--- config.mk ---
export PLATFORM = sky130hd
export DESIGN_NAME = tensor_input_encoder_unit
export DESIGN_NICKNAME = d
export VERILOG_FILES = /design/src/sv/tie_pkg.sv /design/src/sv/tensor_input_encoder_unit.sv /design/src/sv/tie_encode.sv
export SDC_FILE = /design/constraint.sdc
export NUM_CORES = 1
export LEC_CHECK = 0
export BUFFER_PORTS_ARGS = -buffer_cell sky130_fd_sc_hd__buf_2
export CAP_MARGIN = 20
export CELL_PAD_IN_SITES_DETAIL_PLACEMENT = 2
export CELL_PAD_IN_SITES_GLOBAL_PLACEMENT = 2
export CORE_MARGIN = 1
export CORE_UTILIZATION = 32
export DETAILED_ROUTE_END_ITERATION = 8
export PLACE_DENSITY_LB_ADDON = 0.1
export RECOVER_POWER = 25
export SYNTH_ARGS = -nofsm -noshare
export SYNTH_HDL_FRONTEND = slang
export SYNTH_SLANG_ARGS = --single-unit
--- constraint.sdc ---
create_clock -name clk_i -period 9 [get_ports clk_i]
set_input_delay 1.8 -clock clk_i [delete_from_list [all_inputs] [get_ports clk_i]]
set_output_delay 1.8 -clock clk_i [all_outputs]
set_load 0.1 [all_outputs]
--- src/sv/tie_pkg.sv ---
// package: item types, register codes and format codes of the tensor input encoder
`default_nettype none
package tie_pkg;

  typedef enum logic [1:0] {
    FMT_INT16 = 2'd0,
    FMT_FP16  = 2'd1,
    FMT_FP32  = 2'd2
  } fmt_e;

  typedef enum logic {
    REG_FORMAT_MODE = 1'b0,
    REG_FRAC_BITS   = 1'b1
  } reg_e;

  localparam int unsigned AddrWidth = 3;

  typedef struct packed {
    logic [31:0] value_bits;
    logic        last_in;
  } in_item_t;

  typedef struct packed {
    logic [31:0] coded_word;
    logic        last_out;
  } out_item_t;

endpackage
`default_nettype wire

--- src/sv/tensor_input_encoder_unit.sv ---
// top level: config registers, input register, encoder and result register
`default_nettype none
// Encodes one single-precision word per item as int16 fixed point, fp16 or
// fp32. An item is taken at every clock edge with start high; busy is always
// low, so one item per cycle is sustained. The result appears on result_o
// with result_valid_o high for exactly one cycle, after the item has passed
// the input register and then the result register; the receiver cannot
// stall. Write format_mode (address 0) and frac_bits (address 4) only while
// no item is in flight.
module tensor_input_encoder_unit (
  input  wire logic                             clk_i,
  input  wire logic                             rst_ni,
  input  wire logic                             start,
  output logic                                  busy,
  input  wire tie_pkg::in_item_t                item_i,
  output tie_pkg::out_item_t                    result_o,
  output logic                                  result_valid_o,
  input  wire logic                             psel,
  input  wire logic                             penable,
  input  wire logic                             pwrite,
  input  wire logic [tie_pkg::AddrWidth-1:0]    paddr,
  input  wire logic [31:0]                      pwdata,
  output logic [31:0]                           prdata,
  output logic                                  pready
);

  // config registers
  logic [1:0] format_mode_q;
  logic [3:0] frac_bits_q;
  logic       cfg_wr;

  assign pready = 1'b1;
  assign busy   = 1'b0;
  assign cfg_wr = psel && penable && pwrite && pready;

  always_ff @(posedge clk_i or negedge rst_ni) begin
    if (!rst_ni) begin
      format_mode_q <= 2'd0;
      frac_bits_q   <= 4'd0;
    end else if (cfg_wr) begin
      unique case (paddr[2])
        tie_pkg::REG_FORMAT_MODE: format_mode_q <= pwdata[1:0];
        tie_pkg::REG_FRAC_BITS:   frac_bits_q   <= pwdata[3:0];
        default: ;
      endcase
    end
  end

  // register read back
  always_comb begin
    unique case (paddr[2])
      tie_pkg::REG_FORMAT_MODE: prdata = {30'd0, format_mode_q};
      tie_pkg::REG_FRAC_BITS:   prdata = {28'd0, frac_bits_q};
      default:                  prdata = 32'd0;
    endcase
  end

  // input stage
  logic              in_vld_q;
  tie_pkg::in_item_t in_q;

  always_ff @(posedge clk_i or negedge rst_ni) begin
    if (!rst_ni) in_vld_q <= 1'b0;
    else         in_vld_q <= start && !busy;
  end

  always_ff @(posedge clk_i) begin
    if (start && !busy) in_q <= item_i;
  end

  // encode between the two registers
  logic [31:0] coded_d;

  tie_encode u_encode (
    .value_i       (in_q.value_bits),
    .format_mode_i (format_mode_q),
    .frac_bits_i   (frac_bits_q),
    .coded_o       (coded_d)
  );

  // result stage
  logic               out_vld_q;
  tie_pkg::out_item_t out_q;

  always_ff @(posedge clk_i or negedge rst_ni) begin
    if (!rst_ni) out_vld_q <= 1'b0;
    else         out_vld_q <= in_vld_q;
  end

  always_ff @(posedge clk_i) begin
    if (in_vld_q) begin
      out_q.coded_word <= coded_d;
      out_q.last_out   <= in_q.last_in;
    end
  end

  assign result_o       = out_q;
  assign result_valid_o = out_vld_q;

endmodule
`default_nettype wire

--- src/sv/tie_encode.sv ---
// combinational encoder: single precision to int16 fixed point, fp16 or fp32
`default_nettype none
module tie_encode (
  input  wire logic [31:0] value_i,
  input  wire logic [1:0]  format_mode_i,
  input  wire logic [3:0]  frac_bits_i,
  output logic      [31:0] coded_o
);

  logic        sgn;
  logic [7:0]  expo;
  logic [22:0] frac;

  assign sgn  = value_i[31];
  assign expo = value_i[30:23];
  assign frac = value_i[22:0];

  // int16 path
  logic [7:0]        e_eff;
  logic [23:0]       m_eff;
  logic signed [9:0] sh;
  logic [9:0]        rs;
  logic [4:0]        rs5;
  logic [23:0]       q;
  logic [24:0]       rem_mask;
  logic [24:0]       rem;
  logic [24:0]       half;
  logic              rnd_up;
  logic [24:0]       mag;
  logic              big;
  logic [15:0]       int_code;

  always_comb begin
    e_eff    = (expo == 8'd0) ? 8'd1 : expo;
    m_eff    = (expo == 8'd0) ? {1'b0, frac} : {1'b1, frac};
    sh       = $signed({2'b00, e_eff}) - 10'sd150 + $signed({6'd0, frac_bits_i});
    rs       = 10'd0 - sh;
    rs5      = rs[4:0];
    q        = m_eff >> rs5;
    rem_mask = (25'd1 << rs5) - 25'd1;
    rem      = {1'b0, m_eff} & rem_mask;
    half     = 25'd1 << (rs5 - 5'd1);
    rnd_up   = (rem > half) || ((rem == half) && q[0]);
    mag      = {1'b0, q} + {24'd0, rnd_up};
    big      = 1'b0;
    if (expo == 8'hFF) begin
      big = 1'b1;
      mag = 25'd0;
    end else if (sh >= 10'sd0) begin
      big = (m_eff != 24'd0);
      mag = 25'd0;
    end else if (rs >= 10'd26) begin
      mag = 25'd0;
    end
    if (sgn) begin
      if (big || mag > 25'd32768) int_code = 16'h8000;
      else                        int_code = 16'd0 - mag[15:0];
    end else begin
      if (big || mag > 25'd32767) int_code = 16'h7FFF;
      else                        int_code = mag[15:0];
    end
    // nan gives zero
    if (expo == 8'hFF && frac != 23'd0) int_code = 16'd0;
  end

  // fp16 path: round half up in magnitude
  logic signed [9:0] hex;
  logic [4:0]        sub_sh;
  logic [24:0]       sub_sum;
  logic [24:0]       sub_val;
  logic [23:0]       nrm_sum;
  logic [15:0]       nrm_val;
  logic [15:0]       half_code;

  always_comb begin
    hex     = $signed({2'b00, expo}) - 10'sd112;
    sub_sh  = 5'd14 - hex[4:0];
    sub_sum = {2'b01, frac} + (25'd1 << (sub_sh - 5'd1));
    sub_val = sub_sum >> sub_sh;
    nrm_sum = {1'b0, frac} + 24'h001000;
    nrm_val = {1'b0, hex[4:0], 10'd0} + {5'd0, nrm_sum[23:13]};
    if (hex < -10'sd10) begin
      half_code = {sgn, 15'd0};
    end else if (hex <= 10'sd0) begin
      half_code = {sgn, sub_val[14:0]};
    end else if (hex >= 10'sd31) begin
      half_code = {sgn, 15'h7C00};
    end else begin
      half_code = {sgn, nrm_val[14:0]};
    end
  end

  always_comb begin
    case (format_mode_i)
      tie_pkg::FMT_INT16: coded_o = {16'd0, int_code};
      tie_pkg::FMT_FP16:  coded_o = {16'd0, half_code};
      tie_pkg::FMT_FP32:  coded_o = value_i;
      default:            coded_o = 32'd0;
    endcase
  end

endmodule
`default_nettype wire

======== Yosys cells after proc, flatten, opt, wreduce, memory -nomap -nowiden ========
Index checks and enable logic that the tools add are counted.
cells by class
  equality and inequality tests ........... 4
  bitwise gates (word level) .............. 2
  $lt $le $gt $ge ......................... 8
  shift-type cells ........................ 5
  multiplexer cells ....................... 16
  divide/modulo/power cells ............... 0
  add/subtract/negate cells ............... 13
  $mul .................................... 0
  reduce and logical (&&, ||, !) cells .... 13
operators by type and width
  cell                                                                                   number
  32-bit case mux with 3 select lines                                                    1
  25-bit 2-to-1 mux                                                                      3
  1-bit by 5-bit << shifter with 25-bit output (first input constant)                    3
  16-bit 2-to-1 mux                                                                      4
  32-bit case mux with 2 select lines                                                    1
  15-bit 2-to-1 mux                                                                      3
  24-bit by 1-bit adder with 25-bit output                                               1
  24-bit by 25-bit adder with 25-bit output                                              1
  24-bit by 25-bit bitwise AND with 25-bit output                                        1
  25-bit == test                                                                         1
  25-bit by 15-bit > comparator with 1-bit output (second input constant)                1
  25-bit by 16-bit > comparator with 1-bit output (second input constant)                1
  25-bit > comparator                                                                    1
  25-bit by 5-bit right shift with 15-bit output                                         1
  25-bit by 1-bit subtractor with 25-bit output (second input constant)                  1
  23-bit by 13-bit adder with 24-bit output (second input constant)                      1
  24-bit 2-to-1 mux                                                                      1
  24-bit nonzero test                                                                    1
  24-bit by 5-bit right shift with 24-bit output                                         1
  23-bit nonzero test                                                                    1
  1-bit by 16-bit subtractor with 16-bit output (first input constant)                   1
  15-bit by 11-bit adder with 15-bit output                                              1
  10-bit by 5-bit adder with 10-bit output                                               1
  10-bit by 1-bit greater-or-equal comparator with 1-bit output (second input constant)  1
  other kinds (20)                                                                       28
storage, ports and cells
  input port bits ......................... 74
  output and inout port bits .............. 68
  memories ................................ 0
  word-level logic and storage cells ...... 69
  bits in writable memories ............... 0
  bits in registers ....................... 74
  latch bits .............................. 0
  ROM bits ................................ 0

======== Depth between registers and ports, before layout ========
  word-level depth ........................ 21
  mapped depth ............................ 48

======== Hierarchy ========
Synthesis repeated with hierarchy kept, for this count alone.
unflattened totals
  cell total of the unflattened synthesis .. 1,415
  area, all modules ....................... 11,469.8 sq um
modules (own cells, without submodules)
  module                     times used  sequential area each (sq um)  cells each  area an instance (sq um)
  tie_encode                 1           0.0                           1,297       8,928.6
  tensor_input_encoder_unit  1           2,182.1                       118         2,541.2

======== Least setup slack after synthesis ========
No wires, ideal clock.
  path type ............................... register to register
  start point ............................. reg in_q[24] (netlist bit)
  end point ............................... reg out_q, in the netlist result_o[9], data pin
  buffers on the path ..................... 6
  data arrival time ....................... 9.760 ns
  setup time .............................. 0.180 ns
  required time ........................... 8.820 ns
  stages on the path, launching flop included .. 48
  path slack .............................. -0.941 ns
  cells stage by stage .................... edfxtp_1 -> clkbuf_1 -> inv_1 -> buf_1 -> ha_1 -> nor3b_4 -> nand2_1 -> nand2_1 -> inv_1 -> ha_1 -> ha_1 -> buf_2 -> or2_1 -> and3_1 -> clkbuf_1 -> or3_1 -> a211oi_1 -> or2_1 -> [12 not listed] -> a211oi_1 -> nand2_1 -> a2111oi_0 -> o21ai_0 -> o211a_1 -> ha_1 -> ha_1 -> inv_1 -> a211oi_1 -> a22oi_1 -> nor3_1 -> nor3_1 -> a31oi_1 -> o41ai_1 -> a21oi_1 -> or2_1 -> buf_2 -> o311ai_1
on the way
  word-level cells in the longest chain between the ends .. 21
  elaborated cells on any way between the ends .. 49
  those cells by class .................... add/sub: 11; order compare: 8; eq/ne: 2; shift: 5; mux: 15; bitwise: 1; reduce/logical: 7
ends and longest elaborated chain
  what                                                                                                    RTL line                         RTL
  from (decl)                                                                                             tensor_input_encoder_unit.sv:60  tie_pkg::in_item_t in_q;
  from (signal assigned)                                                                                  tensor_input_encoder_unit.sv:68  if (start && !busy) in_q <= item_i;
  parallel branches: the longest is 20 deep, another holds 25-bit by 1-bit subtractor with 25-bit output  --
  32-bit case mux with 3 select lines (*)                                                                 tie_encode.sv:94                 case (format_mode_i)
  via coded_d[8]                                                                                          tensor_input_encoder_unit.sv:72  logic [31:0] coded_d;
  to (decl)                                                                                               tensor_input_encoder_unit.sv:83  tie_pkg::out_item_t out_q;
Mark *: on every way through the listed nets, which the timed path passes.
A chain may end at the register's enable or synchronous reset.

======== Final worst setup path ========
  start point ............................. reg in_q[24] (netlist bit)
  end point ............................... reg out_q, in the netlist result_o[7], data pin
The elaborated chain is that of the path after synthesis.

==> flow_summary.html <==
<table>
<tr><th>Metric</th><th>Value</th></tr>
<tr><th colspan="2">Outcome</th></tr>
<tr><td>Status</td><td>finished with violations</td></tr>
<tr><td>Violations in the final reports</td><td>DRC, capacitance limit, slew limit</td></tr>
<tr><th colspan="2">STA</th></tr>
<tr><td>Final period demand of the worst path</td><td>8680 ps</td></tr>
<tr><td>Max Slew Vio Count</td><td>62</td></tr>
<tr><td>Final clock skew</td><td>between 15 and 20 ps</td></tr>
<tr><td>Post-route fraction of the period consumed by the critical path</td><td>0.965</td></tr>
<tr><td>Final hold viol count</td><td>0</td></tr>
<tr><td>Transition at the pin with the smallest max-transition slack</td><td>1820 ps</td></tr>
<tr><td>Setup-violating endpoint count in the final report</td><td>0</td></tr>
<tr><td>Fin Hold WS</td><td>438 ps</td></tr>
<tr><td>Worst-case headroom to the max-slew limit</td><td>-0.216</td></tr>
<tr><td>Max Freq</td><td>115 MHz</td></tr>
<tr><th colspan="2">Synthesis</th></tr>
<tr><td>Post-synthesis instance area</td><td>11700 sq um</td></tr>
<tr><td>Area share of and/or/nand/nor cells after synthesis</td><td>0.247</td></tr>
<tr><td>Flop and latch count out of synthesis</td><td>74</td></tr>
<tr><td>Synth top area share</td><td>0.170</td></tr>
<tr><td>Gate count of the mapped netlist</td><td>1504</td></tr>
<tr><td>Ranking of synthesized cells by area</td><td>sky130_fd_sc_hd__edfxtp_1, sky130_fd_sc_hd__ha_1, sky130_fd_sc_hd__nand2_1, sky130_fd_sc_hd__o21ai_0, sky130_fd_sc_hd__nor2_1</td></tr>
<tr><td>Most common flop cell mapped by yosys</td><td>sky130_fd_sc_hd__edfxtp_1</td></tr>
<tr><td>Biggest area consumer among synthesized cells</td><td>sky130_fd_sc_hd__edfxtp_1</td></tr>
<tr><td>Synth Area in XOR/XNOR</td><td>0.0666</td></tr>
<tr><td>Number of flops mapped to enable cells by yosys</td><td>66</td></tr>
<tr><td>Total number of yosys warnings</td><td>0</td></tr>
<tr><td>Mux share of post-synthesis cell area</td><td>0.0843</td></tr>
<tr><td>Count of cell types in the netlist</td><td>91</td></tr>
<tr><td>Largest family of logic cells by synthesized area</td><td>compound AO/OA/AOI/OAI gates</td></tr>
<tr><td>Share of the yosys chip area belonging to registers</td><td>0.187</td></tr>
<tr><td>FFs w/ async S/R, synth</td><td>0.108</td></tr>
<tr><td>Compound-gate portion of the synthesized area</td><td>0.259</td></tr>
<tr><td>Syn avg cell area</td><td>7.75 sq um</td></tr>
<tr><td>Adder-cell share of the synthesized area</td><td>0.0883</td></tr>
<tr><th colspan="2">Placement</th></tr>
<tr><td>Dpl cell area</td><td>between 10000 and 15000 sq um</td></tr>
<tr><td>Detailed placement HPWL</td><td>42900 um</td></tr>
<tr><td>Gpl congestion</td><td>0.900</td></tr>
<tr><td>Count of buffers inserted at the top-level ports</td><td>81</td></tr>
<tr><td>Cell Count Post-Placement</td><td>2086</td></tr>
<tr><th colspan="2">Clock network</th></tr>
<tr><td>CTS HTree Levels</td><td>3</td></tr>
<tr><td>Hold_buf cts</td><td>0</td></tr>
<tr><td>Clock network latency to the later pin of the worst-skew pair</td><td>370 ps</td></tr>
<tr><td>CTS Buffer Depth</td><td>2</td></tr>
<tr><td>Clock Pin Slew Worst Setup and Hold Paths</td><td>about 70 ps</td></tr>
<tr><td>Root buffer cell</td><td>sky130_fd_sc_hd__clkbuf_16</td></tr>
<tr><td>TritonCTS clock tree</td><td>built</td></tr>
<tr><td>Total clock sinks</td><td>74</td></tr>
<tr><td>CTS buffer count</td><td>9</td></tr>
<tr><th colspan="2">Critical path</th></tr>
<tr><td>Startpoint type of the worst setup path</td><td>flip-flop</td></tr>
<tr><td>First element of the critical path</td><td>in_q[24]$_DFFE_PP_</td></tr>
<tr><td>Worst EP arrival</td><td>8800 ps</td></tr>
<tr><td>CP Buf/Inv Count</td><td>5</td></tr>
<tr><td>Delay of the slowest cell on the worst path</td><td>470 ps</td></tr>
<tr><td>Crit path capture type</td><td>flip-flop</td></tr>
<tr><td>Crit-path leading delay family</td><td>compound AO/OA/AOI/OAI gates</td></tr>
<tr><td>Cell type of the slowest stage on the worst timing path</td><td>sky130_fd_sc_hd__a211o_4</td></tr>
<tr><td>Required time reported for the critical path endpoint</td><td>9110 ps</td></tr>
<tr><td>Crit path top cell by count</td><td>sky130_fd_sc_hd__o21a_1</td></tr>
<tr><td>WS Path Type</td><td>reg -&gt; reg</td></tr>
<tr><td>Reg-to-Reg Start</td><td>in_q[24]$_DFFE_PP_</td></tr>
<tr><td>Critical path peak fanout</td><td>7</td></tr>
<tr><th colspan="2">Min path</th></tr>
<tr><td>Start point of the worst min-delay path</td><td>in_q[0]$_DFFE_PP_</td></tr>
<tr><td>Tightest Hold Check Type</td><td>reg -&gt; reg</td></tr>
<tr><th colspan="2">Drt</th></tr>
<tr><td>Drt total wl</td><td>55600 um</td></tr>
<tr><td>Routed length per instance</td><td>26.2 um</td></tr>
<tr><td>Antenna-violating nets left</td><td>0</td></tr>
<tr><td>Overall via count from detail_route</td><td>12835</td></tr>
<tr><td>Iter 0 DRT Violations</td><td>~900</td></tr>
<tr><td>Number of vias per cell after detailed routing</td><td>6.05</td></tr>
<tr><td>DRT Pass-1 Iters</td><td>7</td></tr>
<tr><td>Count of unresolved DRC violations after routing</td><td>11</td></tr>
<tr><th colspan="2">GRT</th></tr>
<tr><td>Overflow left after global routing</td><td>0</td></tr>
<tr><td>Maximum number of pins on one net before global-route repair</td><td>42</td></tr>
<tr><td>Wire length of the first global-routing pass</td><td>83400 um</td></tr>
<tr><td>Total routing usage reported by global routing</td><td>0.301</td></tr>
<tr><td>Antenna violations before repair</td><td>1</td></tr>
<tr><td>Number of global-route vias before repair</td><td>13432</td></tr>
<tr><th colspan="2">Floorplanning</th></tr>
<tr><td>Effective utilization at floorplan</td><td>0.326</td></tr>
<tr><td>I/O pin count</td><td>142</td></tr>
<tr><td>Total Die Area</td><td>37200 sq um</td></tr>
<tr><td>Die X</td><td>193 um</td></tr>
<tr><td>Die Height</td><td>193 um</td></tr>
<tr><td>Core ar.</td><td>35700 sq um</td></tr>
<tr><td>Number of placement rows</td><td>between 60 and 70</td></tr>
<tr><th colspan="2">Cells and area</th></tr>
<tr><td>Final design area excluding fillers</td><td>14100 sq um</td></tr>
<tr><td>Cell Count, Final, Fillers Out</td><td>2120</td></tr>
<tr><td>Net total in the final layout</td><td>1809</td></tr>
<tr><td>Proportion of layout cells with a drive suffix above 1</td><td>0.234</td></tr>
<tr><td>Diodes inserted</td><td>0</td></tr>
<tr><td>Final core utilization</td><td>0.396</td></tr>
<tr><td>Area Growth Syn to Fin</td><td>21.3%</td></tr>
<tr><th colspan="2">Pwr</th></tr>
<tr><td>IR drop worst, VDD</td><td>155 uV</td></tr>
<tr><td>Static leakage</td><td>5.80 nW</td></tr>
<tr><td>Total power density per cell area</td><td>366 nW/um^2</td></tr>
<tr><th colspan="2">Run</th></tr>
<tr><td>Max-cap violation count</td><td>2</td></tr>
</table>
-- flip-flops by register name, indices dropped and copies added (netlist names) --
name / cells
format_mode_q: 2
frac_bits_q: 4
in_q: 33
in_vld_q: 1
result_o: 33
result_valid_o: 1
-- worst reg2reg max path, delay by kind of cell, from the launching register on --
kind | cells | cell delay, ps
buf+inv | 5 | 550
xor+xnor | 2 | 300
mux | 1 | 210
compound gates | 18 | 3570
flops | 1 | 440
simple gates | 11 | 1810
fa+ha+maj | 7 | 1560
-- per-layer routing --
metal,part of all wire,global-route usage
met1,0.46,0.408
met2,0.45,0.476
met3,0.056,0.0556
met4,0.032,0.0996
met5,0.00023,0
-- layout make-up --
cell class	instances	area (sq um)
timing repair buffer	240	1600
clock buffer	9	225
inverter	36	138
fill	4168	21600
multi-input combinational	1293	9340
clock inverter	7	82.6
tap	461	577
sequential	74	2180
-- cell usage in the layout (no fill, tap or decap), drive strengths merged, types with 10 or more instances in the layout --
cell type	instances
nor2b	11
edfxtp	66
nand3	52
o21ai	91
buf	238
o221ai	10
inv	39
or3	11
or2	12
clkbuf	11
conb	30
nor3	40
nor2	119
a211o	12
and2	60
and3	26
a21oi	82
o31ai	14
o211ai	25
xor2	28
nand4	15
o21a	28
nand2	171
a31oi	27
a211oi	17
mux4	13
xnor2	50
a21o	25
o22ai	16
mux2i	43
ha	79
mux2	23
nor4	24
-- cells in the mapped netlist, types with 6 or more instances --
master                        n
sky130_fd_sc_hd__nand2b_1     8
sky130_fd_sc_hd__mux2i_1     43
sky130_fd_sc_hd__a31oi_1     27
sky130_fd_sc_hd__nand3_1     52
sky130_fd_sc_hd__nor4_1      24
sky130_fd_sc_hd__nor2_1     118
sky130_fd_sc_hd__or3_1       11
sky130_fd_sc_hd__nand2_1    171
sky130_fd_sc_hd__a211oi_1    17
sky130_fd_sc_hd__nor2b_1     11
sky130_fd_sc_hd__buf_1       13
sky130_fd_sc_hd__xnor2_1     50
sky130_fd_sc_hd__o211a_1      8
sky130_fd_sc_hd__and2_1      59
sky130_fd_sc_hd__edfxtp_1    66
sky130_fd_sc_hd__and4_1       6
sky130_fd_sc_hd__xor2_1      28
sky130_fd_sc_hd__o2111ai_1    6
sky130_fd_sc_hd__inv_1       34
sky130_fd_sc_hd__a221oi_1     6
sky130_fd_sc_hd__buf_4       34
sky130_fd_sc_hd__o31ai_1     14
sky130_fd_sc_hd__ha_1        79
sky130_fd_sc_hd__o221ai_1    10
sky130_fd_sc_hd__nor3_1      38
sky130_fd_sc_hd__mux4_2      13
sky130_fd_sc_hd__nand4_1     15
sky130_fd_sc_hd__o21ai_0     89
sky130_fd_sc_hd__buf_2       19
sky130_fd_sc_hd__mux2_2      22
sky130_fd_sc_hd__or2_2        8
sky130_fd_sc_hd__a211o_1     12
sky130_fd_sc_hd__dfrtp_1      8
sky130_fd_sc_hd__and3_1      26
sky130_fd_sc_hd__a21oi_1     82
sky130_fd_sc_hd__o21a_1      28
sky130_fd_sc_hd__clkbuf_1    61
sky130_fd_sc_hd__o22ai_1     16
sky130_fd_sc_hd__a21o_1      24
sky130_fd_sc_hd__a21boi_0     8
sky130_fd_sc_hd__o211ai_1    25
-- metrics by stage --
step / total power [mW] / TNS, ps / worst slack (ps)
after detailed placement: 4.43 / -6100 / -509
final: 5.18 / 0 / 315
after CTS: 5.01 / 0 / 20.8
after global routing: 5.52 / -471 / -61.7
after floorplan: 3.10 / -22.4 / -22.4
after global placement: 4.31 / -1680 / -151
-- cell families after synthesis --
family                   after synthesis
flip-flops                            74
XOR/XNOR                              82
adder cells (fa/ha/maj)               81
multiplexers                          79
other                                  2
buffers and inverters                165
AO/OA/AOI/OAI                        443
AND/OR/NAND/NOR                      578
-- power breakdown --
| group | internal [mW] | leakage (nW) | switching [mW] |
|---|---|---|---|
| clock | 0.220 | 0.145 | 0.174 |
| sequential | 0.434 | 0.755 | 0.0590 |
| combinational | 1.58 | 4.90 | 2.71 |
| total | 2.23 | 5.80 | 2.95 |
-- what timing repair did --
action	CTS	global route
setup buffers	10	8
pin swaps	17	27
setup endpoints to repair	16	16
resized for setup	40	46
-- worst paths after layout --
kind / slack (ps) / to / cells past startpoint
max in group asynchronous: 7530 / in_vld_q$_DFF_PN0_ / 1
min in group asynchronous: 1270 / format_mode_q[1]$_DFFE_PN0P_ / 1
worst max register to register: 320 / result_o[7]$_DFFE_PP_ / 44
worst min register to register: 440 / result_o[0]$_DFFE_PP_ / 0
worst min-delay path: 440 / result_o[0]$_DFFE_PP_ / 0
worst max-delay path: 320 / result_o[7]$_DFFE_PP_ / 44
Power figures use the tool's default switching activity.
